`src/rtl/ssdd_pkg.sv`:
```
// ----------------------------------------------------------------------------
// ssdd_pkg
// Shared types and constants of the serial-set clock and dimmer core.
// ----------------------------------------------------------------------------
package ssdd_pkg;

    localparam int unsigned TIME_W  = 7;   // hour, minute and second fields
    localparam int unsigned MOD_W   = 13;  // minutes of the day, up to 99*60+99
    localparam int unsigned DUTY_W  = 16;  // duty counter width
    localparam int unsigned DOUT_W  = 11;  // reported duty width

    localparam logic [1:0] OP_BYTE = 2'd0;
    localparam logic [1:0] OP_TICK = 2'd1;
    localparam logic [1:0] OP_RAMP = 2'd2;

    localparam logic [MOD_W-1:0] SUNRISE_RST = MOD_W'(6 * 60);
    localparam logic [MOD_W-1:0] DUSK_RST    = MOD_W'(20 * 60);

    // Update request from the command parser for one byte.
    typedef struct packed {
        logic              set_time;
        logic              set_sunrise;
        logic              set_dusk;
        logic [TIME_W-1:0] hour;
        logic [TIME_W-1:0] minute;
        logic [TIME_W-1:0] second;
        logic [MOD_W-1:0]  day_minutes;
    } t_parse_upd;

endpackage

```
`src/rtl/ssdd_parser.sv`:
```
// ----------------------------------------------------------------------------
// ssdd_parser
// Command parser for 't' hhmmss, 's' hhmm and 'd' hhmm byte sequences.
// ----------------------------------------------------------------------------
module ssdd_parser
    import ssdd_pkg::*;
(
    input  logic       i_clk,
    input  logic       i_rst_n,
    input  logic       i_en,
    input  logic [7:0] i_rx_byte,
    output t_parse_upd o_upd
);

    typedef enum logic [2:0] {
        PH_IDLE = 3'd0,
        PH_H1   = 3'd1,
        PH_H2   = 3'd2,
        PH_M1   = 3'd3,
        PH_M2   = 3'd4,
        PH_S1   = 3'd5,
        PH_S2   = 3'd6
    } t_phase;

    typedef enum logic [1:0] {
        CMD_NONE = 2'd0,
        CMD_TIME = 2'd1,
        CMD_RISE = 2'd2,
        CMD_DUSK = 2'd3
    } t_cmd;

    t_phase            r_phase, n_phase;
    t_cmd              r_cmd, n_cmd;
    logic [TIME_W-1:0] r_hour, n_hour;
    logic [TIME_W-1:0] r_min, n_min;
    logic [TIME_W-1:0] r_sec, n_sec;

    logic              is_digit;
    logic [TIME_W-1:0] dig;
    logic [TIME_W-1:0] dig_x10;

    assign is_digit = (i_rx_byte >= 8'h30) && (i_rx_byte <= 8'h39);
    assign dig      = is_digit ? TIME_W'(i_rx_byte - 8'h30) : '0;
    assign dig_x10  = (dig << 3) + (dig << 1);

    always_comb begin
        n_phase = r_phase;
        n_cmd   = r_cmd;
        n_hour  = r_hour;
        n_min   = r_min;
        n_sec   = r_sec;
        o_upd   = '0;
        o_upd.hour        = r_hour;
        o_upd.minute      = r_min + dig;
        o_upd.second      = r_sec + dig;
        o_upd.day_minutes = MOD_W'(r_hour) * MOD_W'(60) + MOD_W'(r_min + dig);

        if (!is_digit) begin
            // any non-digit byte restarts; a command letter opens a new command at once
            n_phase = PH_IDLE;
            if (i_rx_byte == 8'h74) begin
                n_cmd   = CMD_TIME;
                n_phase = PH_H1;
            end else if (i_rx_byte == 8'h73) begin
                n_cmd   = CMD_RISE;
                n_phase = PH_H1;
            end else if (i_rx_byte == 8'h64) begin
                n_cmd   = CMD_DUSK;
                n_phase = PH_H1;
            end
        end else begin
            unique case (r_phase)
                PH_IDLE: begin
                end
                PH_H1: begin
                    n_hour  = dig_x10;
                    n_phase = PH_H2;
                end
                PH_H2: begin
                    n_hour  = r_hour + dig;
                    n_phase = PH_M1;
                end
                PH_M1: begin
                    n_min   = dig_x10;
                    n_phase = PH_M2;
                end
                PH_M2: begin
                    n_min = r_min + dig;
                    if (r_cmd == CMD_RISE) begin
                        o_upd.set_sunrise = 1'b1;
                        n_phase           = PH_IDLE;
                    end else if (r_cmd == CMD_DUSK) begin
                        o_upd.set_dusk = 1'b1;
                        n_phase        = PH_IDLE;
                    end else begin
                        n_phase = PH_S1;
                    end
                end
                PH_S1: begin
                    n_sec   = dig_x10;
                    n_phase = PH_S2;
                end
                PH_S2: begin
                    n_sec          = r_sec + dig;
                    o_upd.set_time = 1'b1;
                    o_upd.minute   = r_min;
                    n_phase        = PH_IDLE;
                end
                default: begin
                    n_phase = PH_IDLE;
                end
            endcase
        end

        // drop every request when no byte is being taken
        if (!i_en) begin
            o_upd.set_time    = 1'b0;
            o_upd.set_sunrise = 1'b0;
            o_upd.set_dusk    = 1'b0;
        end
    end

    always_ff @(posedge i_clk) begin
        if (!i_rst_n) begin
            r_phase <= PH_IDLE;
            r_cmd   <= CMD_NONE;
            r_hour  <= '0;
            r_min   <= '0;
            r_sec   <= '0;
        end else if (i_en) begin
            r_phase <= n_phase;
            r_cmd   <= n_cmd;
            r_hour  <= n_hour;
            r_min   <= n_min;
            r_sec   <= n_sec;
        end
    end

endmodule

```
`src/rtl/serial_set_clock_dawn_dusk_dimmer_core.sv`:
```
// ----------------------------------------------------------------------------
// serial_set_clock_dawn_dusk_dimmer_core
// Serial-set wall clock with a dawn/dusk dimmer ramp.
// ----------------------------------------------------------------------------
// Usage:
//   Input channel (i_in_valid / o_in_stall) carries one item per transfer:
//   opcode 0 is a received byte for the command parser, 1 a half-second
//   timer tick, 2 a duty ramp step; opcode 3 changes nothing.
//   Output channel (o_out_valid / i_out_stall) returns one item per input
//   item: the clock, its valid flag and the duty value after that item.
//   An accepted item sits in the input register, then the state and result
//   registers load together when it fires, and o_out_valid rises with them.
//   Throughput is one item per cycle while the output is not stalled; the
//   input register lets a new item in while a result still waits to be
//   taken.
//   While i_out_stall is high the result holds, and o_in_stall rises once
//   the input register is also full.
//   Synchronous reset clears both channels, the parser, the clock (not
//   valid), sets sunrise to 06:00, dusk to 20:00 and the duty to DUTY_MAX.
// ----------------------------------------------------------------------------
module serial_set_clock_dawn_dusk_dimmer_core
    import ssdd_pkg::*;
#(
    parameter int unsigned DUTY_MAX = 1024
) (
    input  logic              i_clk,
    input  logic              i_rst_n,
    input  logic              i_in_valid,
    output logic              o_in_stall,
    input  logic [1:0]        i_opcode,
    input  logic [7:0]        i_rx_byte,
    output logic              o_out_valid,
    input  logic              i_out_stall,
    output logic [TIME_W-1:0] o_clock_hour,
    output logic [TIME_W-1:0] o_clock_minute,
    output logic [TIME_W-1:0] o_clock_second,
    output logic              o_clock_valid,
    output logic [DOUT_W-1:0] o_duty_value
);

    localparam logic [DUTY_W-1:0] DUTY_TOP = DUTY_W'(DUTY_MAX);

    logic              r_in_valid;
    logic [1:0]        r_in_opcode;
    logic [7:0]        r_in_byte;
    logic              r_out_valid;

    logic [TIME_W-1:0] r_hour, n_hour;
    logic [TIME_W-1:0] r_min, n_min;
    logic [TIME_W-1:0] r_sec, n_sec;
    logic              r_set, n_set;
    logic              r_half, n_half;
    logic [MOD_W-1:0]  r_sunrise, n_sunrise;
    logic [MOD_W-1:0]  r_dusk, n_dusk;
    logic [DUTY_W-1:0] r_duty, n_duty;

    logic              advance;
    logic              fire;
    logic              in_take;
    t_parse_upd        upd;

    logic [TIME_W-1:0] sec_inc, min_inc, hour_inc;
    logic [MOD_W-1:0]  now_min;
    logic              day_window;
    logic [DUTY_W-1:0] duty_target;

    assign advance    = !r_out_valid || !i_out_stall;
    assign fire       = r_in_valid && advance;
    assign o_in_stall = r_in_valid && !advance;
    assign in_take    = i_in_valid && !o_in_stall;

    ssdd_parser u_parser (
        .i_clk     (i_clk),
        .i_rst_n   (i_rst_n),
        .i_en      (fire && (r_in_opcode == OP_BYTE)),
        .i_rx_byte (r_in_byte),
        .o_upd     (upd)
    );

    assign sec_inc  = r_sec + TIME_W'(1);
    assign min_inc  = r_min + TIME_W'(1);
    assign hour_inc = r_hour + TIME_W'(1);

    assign now_min    = MOD_W'(r_hour) * MOD_W'(60) + MOD_W'(r_min);
    assign day_window = (r_sunrise < r_dusk) && (now_min >= r_sunrise)
                        && (now_min < r_dusk);
    assign duty_target = day_window ? '0 : DUTY_TOP;

    always_comb begin
        n_hour    = r_hour;
        n_min     = r_min;
        n_sec     = r_sec;
        n_set     = r_set;
        n_half    = r_half;
        n_sunrise = r_sunrise;
        n_dusk    = r_dusk;
        n_duty    = r_duty;

        case (r_in_opcode)
            OP_BYTE: begin
                if (upd.set_time) begin
                    n_hour = upd.hour;
                    n_min  = upd.minute;
                    n_sec  = upd.second;
                    n_set  = 1'b1;
                end
                if (upd.set_sunrise) begin
                    n_sunrise = upd.day_minutes;
                end
                if (upd.set_dusk) begin
                    n_dusk = upd.day_minutes;
                end
            end
            OP_TICK: begin
                n_half = !r_half;
                // advance once per two half-second ticks, carrying upward
                if (r_set && r_half) begin
                    n_sec = sec_inc;
                    if (sec_inc >= TIME_W'(60)) begin
                        n_sec = '0;
                        n_min = min_inc;
                        if (min_inc >= TIME_W'(60)) begin
                            n_min  = '0;
                            n_hour = (hour_inc >= TIME_W'(24)) ? '0 : hour_inc;
                        end
                    end
                end
            end
            OP_RAMP: begin
                if (r_set) begin
                    if (r_duty > duty_target) begin
                        n_duty = r_duty - DUTY_W'(1);
                    end else if (r_duty < duty_target) begin
                        n_duty = r_duty + DUTY_W'(1);
                    end
                end
            end
            default: begin
            end
        endcase
    end

    always_ff @(posedge i_clk) begin
        if (in_take) begin
            r_in_opcode <= i_opcode;
            r_in_byte   <= i_rx_byte;
        end
    end

    always_ff @(posedge i_clk) begin
        if (!i_rst_n) begin
            r_in_valid  <= 1'b0;
            r_out_valid <= 1'b0;
            r_hour      <= '0;
            r_min       <= '0;
            r_sec       <= '0;
            r_set       <= 1'b0;
            r_half      <= 1'b0;
            r_sunrise   <= SUNRISE_RST;
            r_dusk      <= DUSK_RST;
            r_duty      <= DUTY_TOP;
        end else begin
            if (in_take) begin
                r_in_valid <= 1'b1;
            end else if (fire) begin
                r_in_valid <= 1'b0;
            end

            if (fire) begin
                r_out_valid <= 1'b1;
            end else if (!i_out_stall) begin
                r_out_valid <= 1'b0;
            end

            // state doubles as the result register: it only moves on fire
            if (fire) begin
                r_hour    <= n_hour;
                r_min     <= n_min;
                r_sec     <= n_sec;
                r_set     <= n_set;
                r_half    <= n_half;
                r_sunrise <= n_sunrise;
                r_dusk    <= n_dusk;
                r_duty    <= n_duty;
            end
        end
    end

    assign o_out_valid    = r_out_valid;
    assign o_clock_hour   = r_hour;
    assign o_clock_minute = r_min;
    assign o_clock_second = r_sec;
    assign o_clock_valid  = r_set;
    assign o_duty_value   = r_duty[DOUT_W-1:0];

endmodule

```
`config.mk`:
```
export PLATFORM = sky130hd
export DESIGN_NAME = serial_set_clock_dawn_dusk_dimmer_core
export DESIGN_NICKNAME = d
export VERILOG_FILES = /design/src/rtl/ssdd_pkg.sv /design/src/rtl/ssdd_parser.sv /design/src/rtl/serial_set_clock_dawn_dusk_dimmer_core.sv
export SDC_FILE = /design/constraint.sdc
export NUM_CORES = 1
export LEC_CHECK = 0
export BUFFER_PORTS_ARGS = -buffer_cell sky130_fd_sc_hd__buf_2
export CAP_MARGIN = 5
export CORE_ASPECT_RATIO = 1.2
export CORE_UTILIZATION = 60
export DETAILED_ROUTE_END_ITERATION = 10
export GPL_TIMING_DRIVEN = 0
export PLACE_DENSITY_LB_ADDON = 0.3
export SLEW_MARGIN = 20
export SYNTH_ARGS = -nofsm -noshare
export SYNTH_HDL_FRONTEND = slang
export SYNTH_HIERARCHICAL = 1
export SYNTH_SLANG_ARGS = --single-unit
```
`constraint.sdc`:
```
create_clock -name i_clk -period 23.2 [get_ports i_clk]
set_clock_uncertainty 0.15 [all_clocks]
set_input_delay 4.64 -clock i_clk [delete_from_list [all_inputs] [get_ports i_clk]]
set_output_delay 4.64 -clock i_clk [all_outputs]
set_load 0.02 [all_outputs]
```
==> results.py <==
metrics = {
    "outcome": {
        "status": "completed",
    },
    "worst_setup_path": {
        "critical_path_required_ps": 18410,
        "worst_path_max_delay_cell": "and3_1",
        "rr_worst_depth": 31,
        "critPathLaunch": "i_out_stall",
        "critical_path.cell_chain": "buf_2, and3_1, buf_2",
        "worstReg2RegEnd": "r_duty[10]",
        "critPathMostFrequentCell": "buf_2",
        "cp.arrival_ps": 5120,
        "crit_fanout": 3,
        "r2r-start": "o_clock_hour[3]",
        "rrSetupSlack_ps": 14390,
        "worstSetupPathType": "in -> out",
        "cp-end-kind": "output port",
        "cpPeakStageDelay_ps": 200,
        "cp-start-kind": "input port",
    },
    "synthesis": {
        "synth_edf_count": 10,
        "synthArstFlopShare": 0,
        "syn_inst": 1140,
        "synth_top_flop_cell": "dfxtp_1",
        "syn-cell-area_um2": 9336,
        "ys_types": 82,
        "synth_warnings": 6,
        "yosysSeqAreaShare": 0.2316,
        "ys_ff_latch": 103,
        "syn_area_per_cell_um2": 8.190,
    },
    "clock_tree": {
        "cts_setup_buffers": 0,
        "cts_buffer_depth": 2,
        "root_buffer": "clkbuf_16",
        "clock-sinks": 103,
        "ctsHoldBuffers": 0,
        "cts_resized": 0,
        "clock_latency_ps": 350,
        "cts_tree": "done",
        "clk_pin_slew_ps": 70,
        "cts_buffers": 9,
        "htree_levels": 3,
    },
    "final_layout": {
        "final_cell_mix": "119 x nand2_1, 119 x ha_1, 102 x inv_1",
        "diodes": 0,
        "multi_input_area_um2": 6556,
        "n_fill_cell": 1323,
        "layout.nets": 1364,
        "layout.area.seq_um2": 2162,
        "syn2layout_area_growth_pct": 8.858,
        "design_area_um2": 10160,
        "drive_gt1_frac": 0.09046,
        "utilization": 0.6739,
    },
    "routing": {
        "drt_iter0_markers": 598,
        "met1_length_um": 9554,
        "first_pass_iters": 7,
        "drt_wl_total_um": 22740,
        "dr_wl_met2_um": 11020,
        "vias": 8453,
        "drc": 0,
        "wire_per_inst_um": 16.14,
        "via_per_inst": 5.999,
        "maxUsedRoutingLayer": "met4",
        "wl_met3_um": 1073,
        "ant_nets": 0,
    },
    "place": {
        "dp_hpwl_um": 17720,
        "placed_area_um2": 9836,
        "place_congestion": 0.9676,
        "port_buffers": 48,
    },
    "sta": {
        "relSlewSlack": 0.3338,
        "period_share": 0.4270,
        "fmaxAchievable_mhz": 101.0,
        "tns_ps": 0,
        "layout_min_cycle_time_ps": 9906,
        "rsz0062_at_grt": "false",
        "tightest_slew_ps": 997.1,
        "hold_violations": 0,
        "maxSlewViolCount": 0,
        "finalSetupViolCount": 0,
    },
    "worst_hold_path": {
        "hold_path.class": "reg -> reg",
        "hold_start": "r_dusk[6]",
        "min_path_cells": 2,
        "hold_end": "r_dusk[6]",
    },
    "power_and_ir_drop": {
        "internal_power_uw": 282.0,
        "switching_share": 0.2373,
        "leakage_uw": 0.004612,
        "sequentialPowerShare": 0.493,
        "power.density_nw_per_um2": 36.38,
        "power_frac_clock": 0.461,
        "power_frac_comb": 0.045,
        "irDropWorstVdd_mv": 0.02738,
        "p_switching_uw": 87.74,
        "power_uw": 369.8,
    },
    "grt": {
        "grt_pass1_wl_um": 38120,
        "grt_pass1_vias": 8121,
        "grtUsageTotal": 0.2976,
        "grt_max_degree": 19,
        "grt_remaining_overflow": 0,
        "antenna_found_initial": 0,
    },
    "die": {
        "boundaryPins": 49,
        "dieWidth_um": 115.9,
        "die_h_um": 138.7,
        "initial_core_util": 0.6190,
        "core-area_um2": 15080,
        "dieArea_um2": 16070,
        "rows": 49,
    },
    "job": {
        "drv_cap": 0,
    },
}
## worst max path at each step
stage | to | slack, ps | cells after the start
after floorplan | o_in_stall | 13480 | 1
after detailed placement | o_in_stall | 13300 | 3
final | o_in_stall | 13290 | 3
after global routing | o_in_stall | 13270 | 3
after CTS | o_in_stall | 13300 | 3
after global placement | o_in_stall | 13300 | 3
## through the flow
step           hold slack, ps  cells  setup WS (ps)
2_1_floorplan           286.3   1141          13480
3_3_place_gp            294.5   1393          13300
3_5_place_dp            297.6   1393          13300
4_1_cts                 307.4   1409          13300
5_1_grt                 324.8   1409          13270
6_report                308.2   1409          13290
## kinds of logic after synthesis
logic type                 Yosys count  synth area share
xor gates and xnor gates            62           0.05816
other                                1         0.0004017
buffers and inverters              151           0.06660
AOI/OAI and AO/OA                  318            0.2280
and+or+nand+nor                    347            0.1804
adders and majority gates          151            0.2270
muxes                                7          0.007907
DFF                                103            0.2316
## sequential cells by signal, summed over array words and instances (netlist names), 2 cells and up
signal	cells
r_duty	16
r_dusk	13
r_sunrise	13
r_in_byte	8
o_clock_hour	7
o_clock_minute	7
o_clock_second	7
u_parser/r_hour	7
u_parser/r_min	7
u_parser/r_sec	7
u_parser/r_phase	3
r_in_opcode	2
u_parser/r_cmd	2
## layout make-up
type,count,share of cell area
Buffer,46,0.02241
Clock buffer,9,0.02216
Clock inverter,7,0.01009
Inverter,105,0.03878
Multi-Input combinational cell,887,0.6451
Sequential cell,103,0.2127
Tap cell,204,0.02511
Timing Repair Buffer,48,0.02364
## cell usage after synthesis (all sizes together), types with 3 or more instances
cell,count,share of area
mux2i,4,0.0043
o32ai,4,0.0038
or2,3,0.0020
o31ai,9,0.0072
nand2b,14,0.0094
o22ai,5,0.0034
a2111oi,3,0.0028
o22a,3,0.0029
and3,13,0.0087
a221oi,7,0.0066
xnor2,44,0.041
a31o,3,0.0028
dfxtp,93,0.20
a211o,3,0.0028
o211ai,17,0.014
a21o,19,0.015
a32oi,6,0.0056
a211oi,18,0.014
o21ai,53,0.028
o31a,4,0.0038
xor2,18,0.017
a21oi,89,0.048
nand2,120,0.049
nor4,3,0.0020
nor2,83,0.033
o21a,16,0.013
inv,103,0.041
fa,31,0.066
mux2,3,0.0036
or3,5,0.0034
nor3,21,0.011
a21boi,4,0.0032
o21bai,3,0.0024
a22oi,8,0.0064
nor2b,14,0.010
a31oi,17,0.012
and2,11,0.0074
edfxtp,10,0.032
nor3b,8,0.0087
a311oi,5,0.0047
clkbuf,26,0.010
ha,119,0.16
nand4,8,0.0054
nand3,32,0.018
buf,20,0.014
## metal layers
| metal | up-vias | GRT usage |
|---|---|---|
| li1 | 4180 | - |
| met1 | 3956 | 0.3654 |
| met2 | 256 | 0.5034 |
| met3 | 61 | 0.04021 |
| met4 | 0 | 0.1505 |
| met5 | - | 0 |
## worst max-delay path: cells and delay by family
| family | cells | cell delay [ps] |
|---|---|---|
| simple gates | 1 | 200 |
| buf+inv | 2 | 270 |
## power by group through the flow
| stage | Sequential, uW | Clock [uW] | Combinational [uW] |
|---|---|---|---|
| 6_report | 182 | 171 | 16.7 |
| 5_1_grt | 183 | 179 | 18.0 |
| 4_1_cts | 182 | 172 | 16.4 |
| 3_5_place_dp | 187 | 0 | 16.4 |
| 3_3_place_gp | 187 | 0 | 16.2 |
| 2_1_floorplan | 186 | 0 | 10.5 |
No activity file was read; power rests on OpenSTA's default activity.
